$ cat config.mk
export PLATFORM = sky130hd
export DESIGN_NAME = nmea_sentence_framer_checksum_flat
export DESIGN_NICKNAME = d
export VERILOG_FILES = /design/src/design/nsf_pkg.sv /design/src/design/nsf_if.sv /design/src/design/nmea_sentence_framer_checksum.sv /design/src/flat_wrapper.sv
export SDC_FILE = /design/constraint.sdc
export NUM_CORES = 1
export LEC_CHECK = 0
export BUFFER_PORTS_ARGS = -buffer_cell sky130_fd_sc_hd__buf_2
export CORE_ASPECT_RATIO = 1.75
export CORE_MARGIN = 10
export CORE_UTILIZATION = 25
export DETAILED_ROUTE_END_ITERATION = 7
export SLEW_MARGIN = 20
export SYNTH_ARGS = -nofsm -noshare
export SYNTH_HDL_FRONTEND = slang
export SYNTH_SLANG_ARGS = --single-unit
$ cat constraint.sdc
create_clock -name clk -period 4.3 [get_ports clk]
set_input_delay 0.645 -clock clk [delete_from_list [all_inputs] [get_ports clk]]
set_output_delay 0.645 -clock clk [all_outputs]
set_load 0.01 [all_outputs]
$ cat src/design/nsf_pkg.sv
// Shared constants, codes and helpers for the NMEA sentence framer.
// No dependencies; imported by nsf_out_if, the top level and the testbench.
package nsf_pkg;

  localparam int unsigned FieldCntW = 5;
  localparam int unsigned KindW     = 2;
  localparam int unsigned StatusW   = 3;
  localparam int unsigned CfgIndexW = 2;

  // Result kinds
  localparam logic [KindW-1:0] KIND_GGA = 2'd0;
  localparam logic [KindW-1:0] KIND_ZDA = 2'd1;
  localparam logic [KindW-1:0] KIND_RMC = 2'd2;
  localparam logic [KindW-1:0] KIND_UNK = 2'd3;

  // Result status codes
  localparam logic [StatusW-1:0] ST_OK          = 3'd0;
  localparam logic [StatusW-1:0] ST_CK_MISMATCH = 3'd1;
  localparam logic [StatusW-1:0] ST_FEW_FIELDS  = 3'd2;
  localparam logic [StatusW-1:0] ST_BAD_HEX     = 3'd3;
  localparam logic [StatusW-1:0] ST_UNKNOWN     = 3'd4;
  localparam logic [StatusW-1:0] ST_INTERRUPTED = 3'd5;

  // Configuration register indexes
  localparam logic [CfgIndexW-1:0] CFG_GGA_MIN = 2'd0;
  localparam logic [CfgIndexW-1:0] CFG_ZDA_MIN = 2'd1;
  localparam logic [CfgIndexW-1:0] CFG_RMC_MIN = 2'd2;

  localparam logic [FieldCntW-1:0] GGA_MIN_RESET = 5'd14;
  localparam logic [FieldCntW-1:0] ZDA_MIN_RESET = 5'd6;
  localparam logic [FieldCntW-1:0] RMC_MIN_RESET = 5'd11;
  localparam logic [FieldCntW-1:0] FIELD_CNT_MAX = 5'd31;

  // Characters of interest
  localparam logic [7:0] CH_DOLLAR = 8'h24;
  localparam logic [7:0] CH_STAR   = 8'h2A;
  localparam logic [7:0] CH_COMMA  = 8'h2C;
  localparam logic [7:0] CH_A      = 8'h41;
  localparam logic [7:0] CH_C      = 8'h43;
  localparam logic [7:0] CH_D      = 8'h44;
  localparam logic [7:0] CH_F      = 8'h46;
  localparam logic [7:0] CH_G      = 8'h47;
  localparam logic [7:0] CH_M      = 8'h4D;
  localparam logic [7:0] CH_P      = 8'h50;
  localparam logic [7:0] CH_R      = 8'h52;
  localparam logic [7:0] CH_Z      = 8'h5A;
  localparam logic [7:0] CH_0      = 8'h30;
  localparam logic [7:0] CH_9      = 8'h39;

  typedef struct packed {
    logic       bad;
    logic [3:0] value;
  } hex_digit_t;

  // Upper-case hex digit; an invalid character decodes as zero with bad set
  function automatic hex_digit_t hex_decode(input logic [7:0] c);
    hex_digit_t d;
    logic [7:0] diff;
    d    = '{bad: 1'b1, value: 4'd0};
    diff = 8'd0;
    if (c >= CH_0 && c <= CH_9) begin
      diff = c - CH_0;
      d    = '{bad: 1'b0, value: diff[3:0]};
    end else if (c >= CH_A && c <= CH_F) begin
      diff = c - CH_A + 8'd10;
      d    = '{bad: 1'b0, value: diff[3:0]};
    end
    return d;
  endfunction

endpackage

$ cat src/design/nsf_if.sv
// Valid/ready channel interfaces for the sentence framer: character input
// and status result. Uses nsf_pkg for field widths.
interface nsf_in_if;
  logic       valid;
  logic       ready;
  logic [7:0] rx_byte;

  modport source (output valid, output rx_byte, input ready);
  modport sink   (input valid, input rx_byte, output ready);
endinterface

interface nsf_out_if import nsf_pkg::*; ();
  logic                 valid;
  logic                 ready;
  logic [KindW-1:0]     sentence_kind;
  logic [StatusW-1:0]   status;
  logic [7:0]           computed_checksum;
  logic [7:0]           received_checksum;
  logic [FieldCntW-1:0] fields_seen;
  logic                 talker_gp;
  logic                 point_complete;

  modport source (output valid, output sentence_kind, output status,
                  output computed_checksum, output received_checksum,
                  output fields_seen, output talker_gp, output point_complete,
                  input ready);
  modport sink   (input valid, input sentence_kind, input status,
                  input computed_checksum, input received_checksum,
                  input fields_seen, input talker_gp, input point_complete,
                  output ready);
endinterface

$ cat src/design/nmea_sentence_framer_checksum.sv
// NMEA 0183 sentence framer and checksum checker, top level.
// Depends on nsf_pkg (codes, hex decode) and nsf_if.sv (channel interfaces).
//
//  channel   dir  payload                                   transaction
//  --------  ---  ----------------------------------------  -------------------------
//  chars     in   rx_byte[7:0]                              valid & ready at clk edge
//  reports   out  kind, status, checksums, fields, flags    valid & ready at clk edge
//  cfg_*     in   cfg_index[1:0], cfg_data[4:0]             cfg_write at clk edge
//
// One character per cycle while chars is ready: each accepted byte updates the sentence state and,
// where it ends a sentence, loads the result register in that same edge.
// Results appear in the cycle after the byte that closes the sentence.
// rst (synchronous, active high) returns to hunting for '$', clears the
// ZDA-seen flag and reloads the minimum field counts.
// A stalled result holds the result register; chars stays ready while the
// result register is empty or being taken in the same cycle.
module nmea_sentence_framer_checksum
  import nsf_pkg::*;
(
  input  logic                 clk,
  input  logic                 rst,
  nsf_in_if.sink               chars,
  nsf_out_if.source            reports,
  input  logic                 cfg_write,
  input  logic [CfgIndexW-1:0] cfg_index,
  input  logic [FieldCntW-1:0] cfg_data
);

  typedef enum logic [2:0] {
    PH_HUNT, PH_TALKER, PH_TYPE, PH_FIELDS, PH_HEX1, PH_HEX2
  } phase_t;

  // Sentence state
  phase_t               phase, phase_next;
  logic [1:0]           char_pos, char_pos_next;
  logic [7:0]           xor_acc, xor_acc_next;
  logic                 talker_match, talker_match_next;
  logic [15:0]          type_chars, type_chars_next;
  logic [KindW-1:0]     kind, kind_next;
  logic [FieldCntW-1:0] field_cnt, field_cnt_next;
  logic [3:0]           hi_digit, hi_digit_next;
  logic                 hi_bad, hi_bad_next;
  logic                 zda_seen, zda_seen_next;

  // Configuration
  logic [FieldCntW-1:0] gga_min, zda_min, rmc_min;

  // Result register
  logic                 res_valid;
  logic [KindW-1:0]     res_kind;
  logic [StatusW-1:0]   res_status;
  logic [7:0]           res_xor;
  logic [7:0]           res_rx;
  logic [FieldCntW-1:0] res_fields;
  logic                 res_tgp;
  logic                 res_point;

  // Per-byte result candidate
  logic                 emit;
  logic [KindW-1:0]     e_kind;
  logic [StatusW-1:0]   e_status;
  logic [7:0]           e_xor;
  logic [7:0]           e_rx;
  logic [FieldCntW-1:0] e_fields;
  logic                 e_tgp;
  logic                 e_point;

  logic                 take;
  logic [7:0]           c;
  hex_digit_t           lo_hex;
  logic [FieldCntW-1:0] min_fields;
  logic [7:0]           rx_ck;
  logic                 talker_ok;

  // Accept a byte whenever the result register is free or draining now
  assign chars.ready = !res_valid || reports.ready;
  assign take        = chars.valid && chars.ready;
  assign c           = chars.rx_byte;
  assign lo_hex      = hex_decode(c);
  assign talker_ok   = (char_pos == 2'd0) ? (c == CH_G) : (c == CH_P);

  always_comb begin
    unique case (kind)
      KIND_GGA: min_fields = gga_min;
      KIND_ZDA: min_fields = zda_min;
      default:  min_fields = rmc_min;
    endcase
  end

  assign rx_ck = {hi_digit, lo_hex.value};

  always_comb begin
    phase_next        = phase;
    char_pos_next     = char_pos;
    xor_acc_next      = xor_acc;
    talker_match_next = talker_match;
    type_chars_next   = type_chars;
    kind_next         = kind;
    field_cnt_next    = field_cnt;
    hi_digit_next     = hi_digit;
    hi_bad_next       = hi_bad;
    zda_seen_next     = zda_seen;
    emit              = 1'b0;
    e_kind            = KIND_UNK;
    e_status          = ST_OK;
    e_xor             = xor_acc;
    e_rx              = 8'd0;
    e_fields          = field_cnt;
    e_tgp             = talker_match;
    e_point           = 1'b0;

    if (take) begin
      if (phase != PH_HUNT && c == CH_DOLLAR) begin
        // Stray '$': report the broken sentence, then restart on this byte
        emit     = 1'b1;
        e_status = ST_INTERRUPTED;
        e_kind   = (phase == PH_FIELDS || phase == PH_HEX1 || phase == PH_HEX2)
                   ? kind : KIND_UNK;
        e_tgp    = (phase == PH_TALKER) ? 1'b0 : talker_match;
      end

      if (c == CH_DOLLAR) begin
        phase_next        = PH_TALKER;
        char_pos_next     = 2'd0;
        xor_acc_next      = 8'd0;
        talker_match_next = 1'b1;
        type_chars_next   = 16'd0;
        field_cnt_next    = '0;
        hi_digit_next     = 4'd0;
        hi_bad_next       = 1'b0;
      end else begin
        unique case (phase)
          PH_HUNT: begin
            phase_next = PH_HUNT;
          end
          PH_TALKER: begin
            xor_acc_next = xor_acc ^ c;
            if (!talker_ok) talker_match_next = 1'b0;
            if (char_pos != 2'd0) begin
              phase_next    = PH_TYPE;
              char_pos_next = 2'd0;
            end else begin
              char_pos_next = 2'd1;
            end
          end
          PH_TYPE: begin
            xor_acc_next = xor_acc ^ c;
            if (char_pos != 2'd2) begin
              type_chars_next = {type_chars[7:0], c};
              char_pos_next   = char_pos + 2'd1;
            end else begin
              char_pos_next = 2'd0;
              if (type_chars == {CH_G, CH_G} && c == CH_A) begin
                kind_next  = KIND_GGA;
                phase_next = PH_FIELDS;
              end else if (type_chars == {CH_Z, CH_D} && c == CH_A) begin
                kind_next     = KIND_ZDA;
                zda_seen_next = 1'b1;
                phase_next    = PH_FIELDS;
              end else if (type_chars == {CH_R, CH_M} && c == CH_C) begin
                kind_next  = KIND_RMC;
                phase_next = PH_FIELDS;
              end else begin
                // Unknown type ends the sentence straight away
                emit       = 1'b1;
                e_kind     = KIND_UNK;
                e_status   = ST_UNKNOWN;
                e_xor      = xor_acc ^ c;
                phase_next = PH_HUNT;
              end
            end
          end
          PH_FIELDS: begin
            if (c == CH_STAR) begin
              phase_next = PH_HEX1;
            end else begin
              xor_acc_next = xor_acc ^ c;
              if (c == CH_COMMA && field_cnt != FIELD_CNT_MAX)
                field_cnt_next = field_cnt + 1'b1;
            end
          end
          PH_HEX1: begin
            hi_digit_next = lo_hex.value;
            hi_bad_next   = lo_hex.bad;
            phase_next    = PH_HEX2;
          end
          PH_HEX2: begin
            emit     = 1'b1;
            e_kind   = kind;
            e_rx     = rx_ck;
            if (field_cnt < min_fields)       e_status = ST_FEW_FIELDS;
            else if (hi_bad || lo_hex.bad)    e_status = ST_BAD_HEX;
            else if (rx_ck != xor_acc)        e_status = ST_CK_MISMATCH;
            else                              e_status = ST_OK;
            e_point    = (e_status == ST_OK) && (kind != KIND_ZDA) && zda_seen;
            phase_next = PH_HUNT;
          end
          default: begin
            phase_next = PH_HUNT;
          end
        endcase
      end
    end
  end

  always_ff @(posedge clk) begin
    if (rst) begin
      phase        <= PH_HUNT;
      char_pos     <= 2'd0;
      xor_acc      <= 8'd0;
      talker_match <= 1'b1;
      type_chars   <= 16'd0;
      kind         <= KIND_UNK;
      field_cnt    <= '0;
      hi_digit     <= 4'd0;
      hi_bad       <= 1'b0;
      zda_seen     <= 1'b0;
      gga_min      <= GGA_MIN_RESET;
      zda_min      <= ZDA_MIN_RESET;
      rmc_min      <= RMC_MIN_RESET;
      res_valid    <= 1'b0;
    end else begin
      phase        <= phase_next;
      char_pos     <= char_pos_next;
      xor_acc      <= xor_acc_next;
      talker_match <= talker_match_next;
      type_chars   <= type_chars_next;
      kind         <= kind_next;
      field_cnt    <= field_cnt_next;
      hi_digit     <= hi_digit_next;
      hi_bad       <= hi_bad_next;
      zda_seen     <= zda_seen_next;

      if (cfg_write) begin
        case (cfg_index)
          CFG_GGA_MIN: gga_min <= cfg_data;
          CFG_ZDA_MIN: zda_min <= cfg_data;
          CFG_RMC_MIN: rmc_min <= cfg_data;
          default:     ;
        endcase
      end

      // Load a new result, or drop the old one once it has been taken
      if (emit) begin
        res_valid <= 1'b1;
      end else if (reports.ready) begin
        res_valid <= 1'b0;
      end
    end

    if (emit) begin
      res_kind   <= e_kind;
      res_status <= e_status;
      res_xor    <= e_xor;
      res_rx     <= e_rx;
      res_fields <= e_fields;
      res_tgp    <= e_tgp;
      res_point  <= e_point;
    end
  end

  assign reports.valid             = res_valid;
  assign reports.sentence_kind     = res_kind;
  assign reports.status            = res_status;
  assign reports.computed_checksum = res_xor;
  assign reports.received_checksum = res_rx;
  assign reports.fields_seen       = res_fields;
  assign reports.talker_gp         = res_tgp;
  assign reports.point_complete    = res_point;

`ifndef SYNTHESIS
  a_ok_means_match: assert property (@(posedge clk) disable iff (rst)
    (res_valid && res_status == ST_OK) |-> (res_xor == res_rx))
    else $error("ok status with differing checksums");

  a_point_only_ok: assert property (@(posedge clk) disable iff (rst)
    (res_valid && res_point) |-> (res_status == ST_OK && res_kind != KIND_ZDA))
    else $error("track point flagged on a sentence that is not a good fix");

  a_unknown_shape: assert property (@(posedge clk) disable iff (rst)
    (res_valid && res_status == ST_UNKNOWN) |->
      (res_kind == KIND_UNK && res_fields == '0 && res_rx == 8'd0))
    else $error("unknown-type result carries sentence data");

  a_dollar_restarts: assert property (@(posedge clk) disable iff (rst)
    (take && c == CH_DOLLAR) |=> (phase == PH_TALKER && xor_acc == 8'd0))
    else $error("dollar did not restart the sentence");
`endif

endmodule

$ cat src/flat_wrapper.sv
// flat-port wrapper written by rule: the top's interface ports become plain ports
module nmea_sentence_framer_checksum_flat import nsf_pkg::*;
  (clk, rst, cfg_write, cfg_index, cfg_data, chars_valid, chars_rx_byte, chars_ready, reports_valid, reports_sentence_kind, reports_status, reports_computed_checksum, reports_received_checksum, reports_fields_seen, reports_talker_gp, reports_point_complete, reports_ready);
  nsf_in_if chars_i ();
  nsf_out_if reports_i ();
  input  logic clk;
  input  logic rst;
  input  logic cfg_write;
  input  logic [CfgIndexW-1:0] cfg_index;
  input  logic [FieldCntW-1:0] cfg_data;
  input wire logic [$bits(chars_i.valid)-1:0] chars_valid;
  input wire logic [$bits(chars_i.rx_byte)-1:0] chars_rx_byte;
  output wire logic [$bits(chars_i.ready)-1:0] chars_ready;
  output wire logic [$bits(reports_i.valid)-1:0] reports_valid;
  output wire logic [$bits(reports_i.sentence_kind)-1:0] reports_sentence_kind;
  output wire logic [$bits(reports_i.status)-1:0] reports_status;
  output wire logic [$bits(reports_i.computed_checksum)-1:0] reports_computed_checksum;
  output wire logic [$bits(reports_i.received_checksum)-1:0] reports_received_checksum;
  output wire logic [$bits(reports_i.fields_seen)-1:0] reports_fields_seen;
  output wire logic [$bits(reports_i.talker_gp)-1:0] reports_talker_gp;
  output wire logic [$bits(reports_i.point_complete)-1:0] reports_point_complete;
  input wire logic [$bits(reports_i.ready)-1:0] reports_ready;
  assign chars_i.valid = chars_valid;
  assign chars_i.rx_byte = chars_rx_byte;
  assign chars_ready = chars_i.ready;
  assign reports_valid = reports_i.valid;
  assign reports_sentence_kind = reports_i.sentence_kind;
  assign reports_status = reports_i.status;
  assign reports_computed_checksum = reports_i.computed_checksum;
  assign reports_received_checksum = reports_i.received_checksum;
  assign reports_fields_seen = reports_i.fields_seen;
  assign reports_talker_gp = reports_i.talker_gp;
  assign reports_point_complete = reports_i.point_complete;
  assign reports_i.ready = reports_ready;
  nmea_sentence_framer_checksum u_core (.clk(clk), .rst(rst), .chars(chars_i), .reports(reports_i), .cfg_write(cfg_write), .cfg_index(cfg_index), .cfg_data(cfg_data));
endmodule
==> impl_metrics.ini <==
[status]
outcome = finished clean

[worst_setup_path]
worstSetupPathType = input pin to flip-flop
slowest_stage = nor4_1
r2r_end = u_core.reports.fields_seen[3]
crit_top_cell = buf_4
worst_ep_required_time_ns = 4.32
cpLargestDelayFamily = simple AND/OR/NAND/NOR gates
reg2reg_slack_ns = 1.46
regToRegStartpoint = u_core.phase[1]
crit_path_start_kind = input pin
r2r_cells = 5
cpPeakStageDelay_ns = 0.64
critPathBufInv = 4
cp.arrival_ns = 3.08
path_max_fanout = 23
crit_path_cell_trace = buf_2 -> inv_1 -> ha_1 -> nand2_1 -> nor3_4 -> buf_4 -> nor4_1 -> nor2_1 -> nor2_2 -> buf_4
endpoint_kind = flip-flop

[place]
post-place-ws_ns = 0.8982
post_dp_cell_area_sq_um = 4767
finalWeightedCongestion = 0.8510
port_buffers = 49
hpwlAfterDp_microns = 9184

[floorplanning]
die_h_microns = 193.3
die_w_microns = 119
initial_core_util_pct = 25.42
fp.dieArea_sq_um = 23000
pin_count = 50
num_rows = 63
core_area_sq_um = 16870

[cts]
numCtsBuffers = 9
cts_max_level = 3
cts-root-buf = clkbuf_16
clkLatencyLatePin_ns = 0.35
cts_tree = yes
clockBufferDepth = 2
cts-resized-gates = 0
cts_setup_buffers = 0
holdBufCountCts = 0
clkTransAtPathRegs_ns = 0.06
clock-sinks = 87

[timing]
slew_viol_final = 0
worstMarginPinSlew_ns = 1.037
clock_skew_ns = 0.007244
hold_viol = 0
period_minus_slack_ns = 3.056
fmax_mhz = 327.3
maxSlewHeadroom_pct = 30.20
finalSetupTns_ns = 0
rsz0062_at_grt = false
finalSetupViolCount = 0
fin_crit_sh_pct = 71.06
holdWs_ns = 0.4593
timing.final.ws_setup_ns = 1.244

[logic_synthesis]
seq_area_frac_synth_pct = 47.15
async_flop_share_pct = 0
ys_ff_latch = 87
avgSynthCellArea_sq_um = 9.745
yosysTopAreaCell = dfxtp_1
syn_area_sq_um = 4288
syn_nets = 470
synth-edff-count = 28
syn_inst = 440
synth_area_leaders = dfxtp_1 28%, edfxtp_1 20%, nor2_1 5.4%, mux2i_1 3.7%, a22oi_1 3.2%
ys_types = 68
ys.flop_type = dfxtp_1
ys.warnings.count = 0
yosys.area.top_type_share_pct = 27.55

[layout]
n_antenna_cell = 0
fillers = 1784
areaGrowthSynthToFinish_pct = 19.11
fin_area_sq_um = 5107
final_util_pct = 30.28
fin_nets = 515
drive_above_1_share_pct = 19.59

[detailed_routing]
drc = 0
drt-pass1-iter-count = 4
drtIter0Drc = 179
vias_per_cell = 4.750
route.vias.total = 3406
ant_nets = 0
wirelength_microns = 11620
wl_per_cell_microns = 16.21

[grt]
grt_max_degree = 38
grt_pass1_vias = 3565
grt_util_all_layers_pct = 10.18
antenna_found_initial = 0
grt_pass1_wl_microns = 18830
grt_overflow = 0

[power_and_ir_drop]
power_density_nw_per_um2 = 364.7
leakage_nw = 1.906
ir_drop_v = 0.0002062

[hold_path]
hold_start = u_core.zda_seen
holdPathEnd = u_core.zda_seen
hold_class = flip-flop to flip-flop
min_path_cells = 2

[flow_run]
cap_violations = 0
Yosys cell counts (all sizes together) (2+ instances only):
cell type	n
nand2	29
a31oi	3
nand4	5
nor4b	2
o31a	2
nand3b	3
mux2i	16
dfxtp	59
a21oi	25
nand3	8
nand2b	6
a211oi	2
ha	10
buf	6
a22oi	18
edfxtp	28
a21o	5
inv	14
nor2	62
or4b	5
or3b	3
nor2b	11
or3	2
and3	2
nand4b	2
nor3	7
nor3b	3
or2	3
and2	9
o21bai	2
nor4	8
o21ai	11
a2111oi	3
clkbuf	14
xor2	10
a211o	8
o21a	2
o211ai	2
xnor2	15
cells by family after synthesis:
logic type	Yosys count	synth area share, %
multiplexers	17	3.998
adder cells (fa/ha/maj)	10	2.918
XOR/XNOR	25	5.107
buffers and inverters	34	3.326
AND/OR/NAND/NOR	176	22.29
flip-flops	87	47.15
AO/OA/AOI/OAI	91	15.20
state kept, by name, summed over array words and instances (netlist names), 4 cells and up:
| register | cells |
|---|---|
| u_core.xor_acc | 8 |
| u_core.reports.fields_seen | 5 |
| u_core.reports.computed_checksum | 8 |
| u_core.rmc_min | 5 |
| u_core.e_fields | 5 |
| u_core.zda_min | 5 |
| u_core.hi_digit | 4 |
| u_core.gga_min | 5 |
| u_core.type_chars | 16 |
| u_core.reports.received_checksum | 8 |
layout make-up:
cell class                 instances  area [sq um]  share of cell area [%]
clock inverter                     7         103.9                   2.033
tap                              227         284.0                   5.561
clock buffer                       9         225.2                   4.410
timing repair buffer              54         282.8                   5.536
inverter                          14         52.55                   1.029
multi-input combinational        319          2137                   41.84
sequential                        87          2022                   39.59
cell usage in the layout (no fill, tap or decap), types with 6 or more instances in the layout:
cell type / instances
nand2b_1: 6
and2_1: 9
nor2b_1: 11
a22oi_1: 18
a211o_1: 8
a21oi_1: 25
o21ai_0: 10
nand3_1: 8
edfxtp_1: 28
ha_1: 10
inv_1: 14
buf_2: 49
xnor2_1: 15
nor3_1: 6
nor2_1: 61
xor2_1: 10
clkbuf_16: 9
nand2_1: 29
mux2i_1: 16
dfxtp_1: 59
where the power goes:
| part | switching (W) | internal, W | total (W) |
|---|---|---|---|
| Combinational | 0.0000791 | 0.0000499 | 0.000129 |
| Clock | 0.000345 | 0.000517 | 0.000862 |
| Sequential | 0.0000144 | 0.000858 | 0.000872 |
per-stage QoR:
step / cells / power (W)
global route: 717 / 0.001922
finish: 717 / 0.001863
detailed placement: 701 / 0.001018
CTS: 717 / 0.001872
floorplan: 440 / 0.0009755
global placement: 701 / 0.001015
worst min-delay path, cell delays in order (launching register included):
cell and delay (ns):
dfxtp_1 0.30, inv_1 0.06, a21oi_1 0.05
worst max path at each step:
stage / from / slack, ns / endpoint / cells past startpoint
after floorplan: chars_rx_byte[4] / 0.66 / u_core.reports.computed_checksum[0] / 8
after global routing: chars_rx_byte[0] / 1.09 / u_core.reports.fields_seen[1] / 10
after CTS: chars_rx_byte[0] / 1.25 / u_core.reports.fields_seen[3] / 10
after global placement: chars_rx_byte[0] / 0.98 / u_core.reports.fields_seen[2] / 10
final: chars_rx_byte[0] / 1.24 / u_core.reports.fields_seen[3] / 10
after detailed placement: chars_rx_byte[0] / 0.90 / u_core.reports.fields_seen[3] / 10
layer usage:
metal	vias up	routed length, microns	GRT usage, %
met5	-	0	0
met3	25	393	1.837
met1	1642	4361	9.677
li1	1667	-	-
met2	72	6441	19.38
met4	0	422	6.202
No activity file was read; power rests on OpenSTA's default activity.
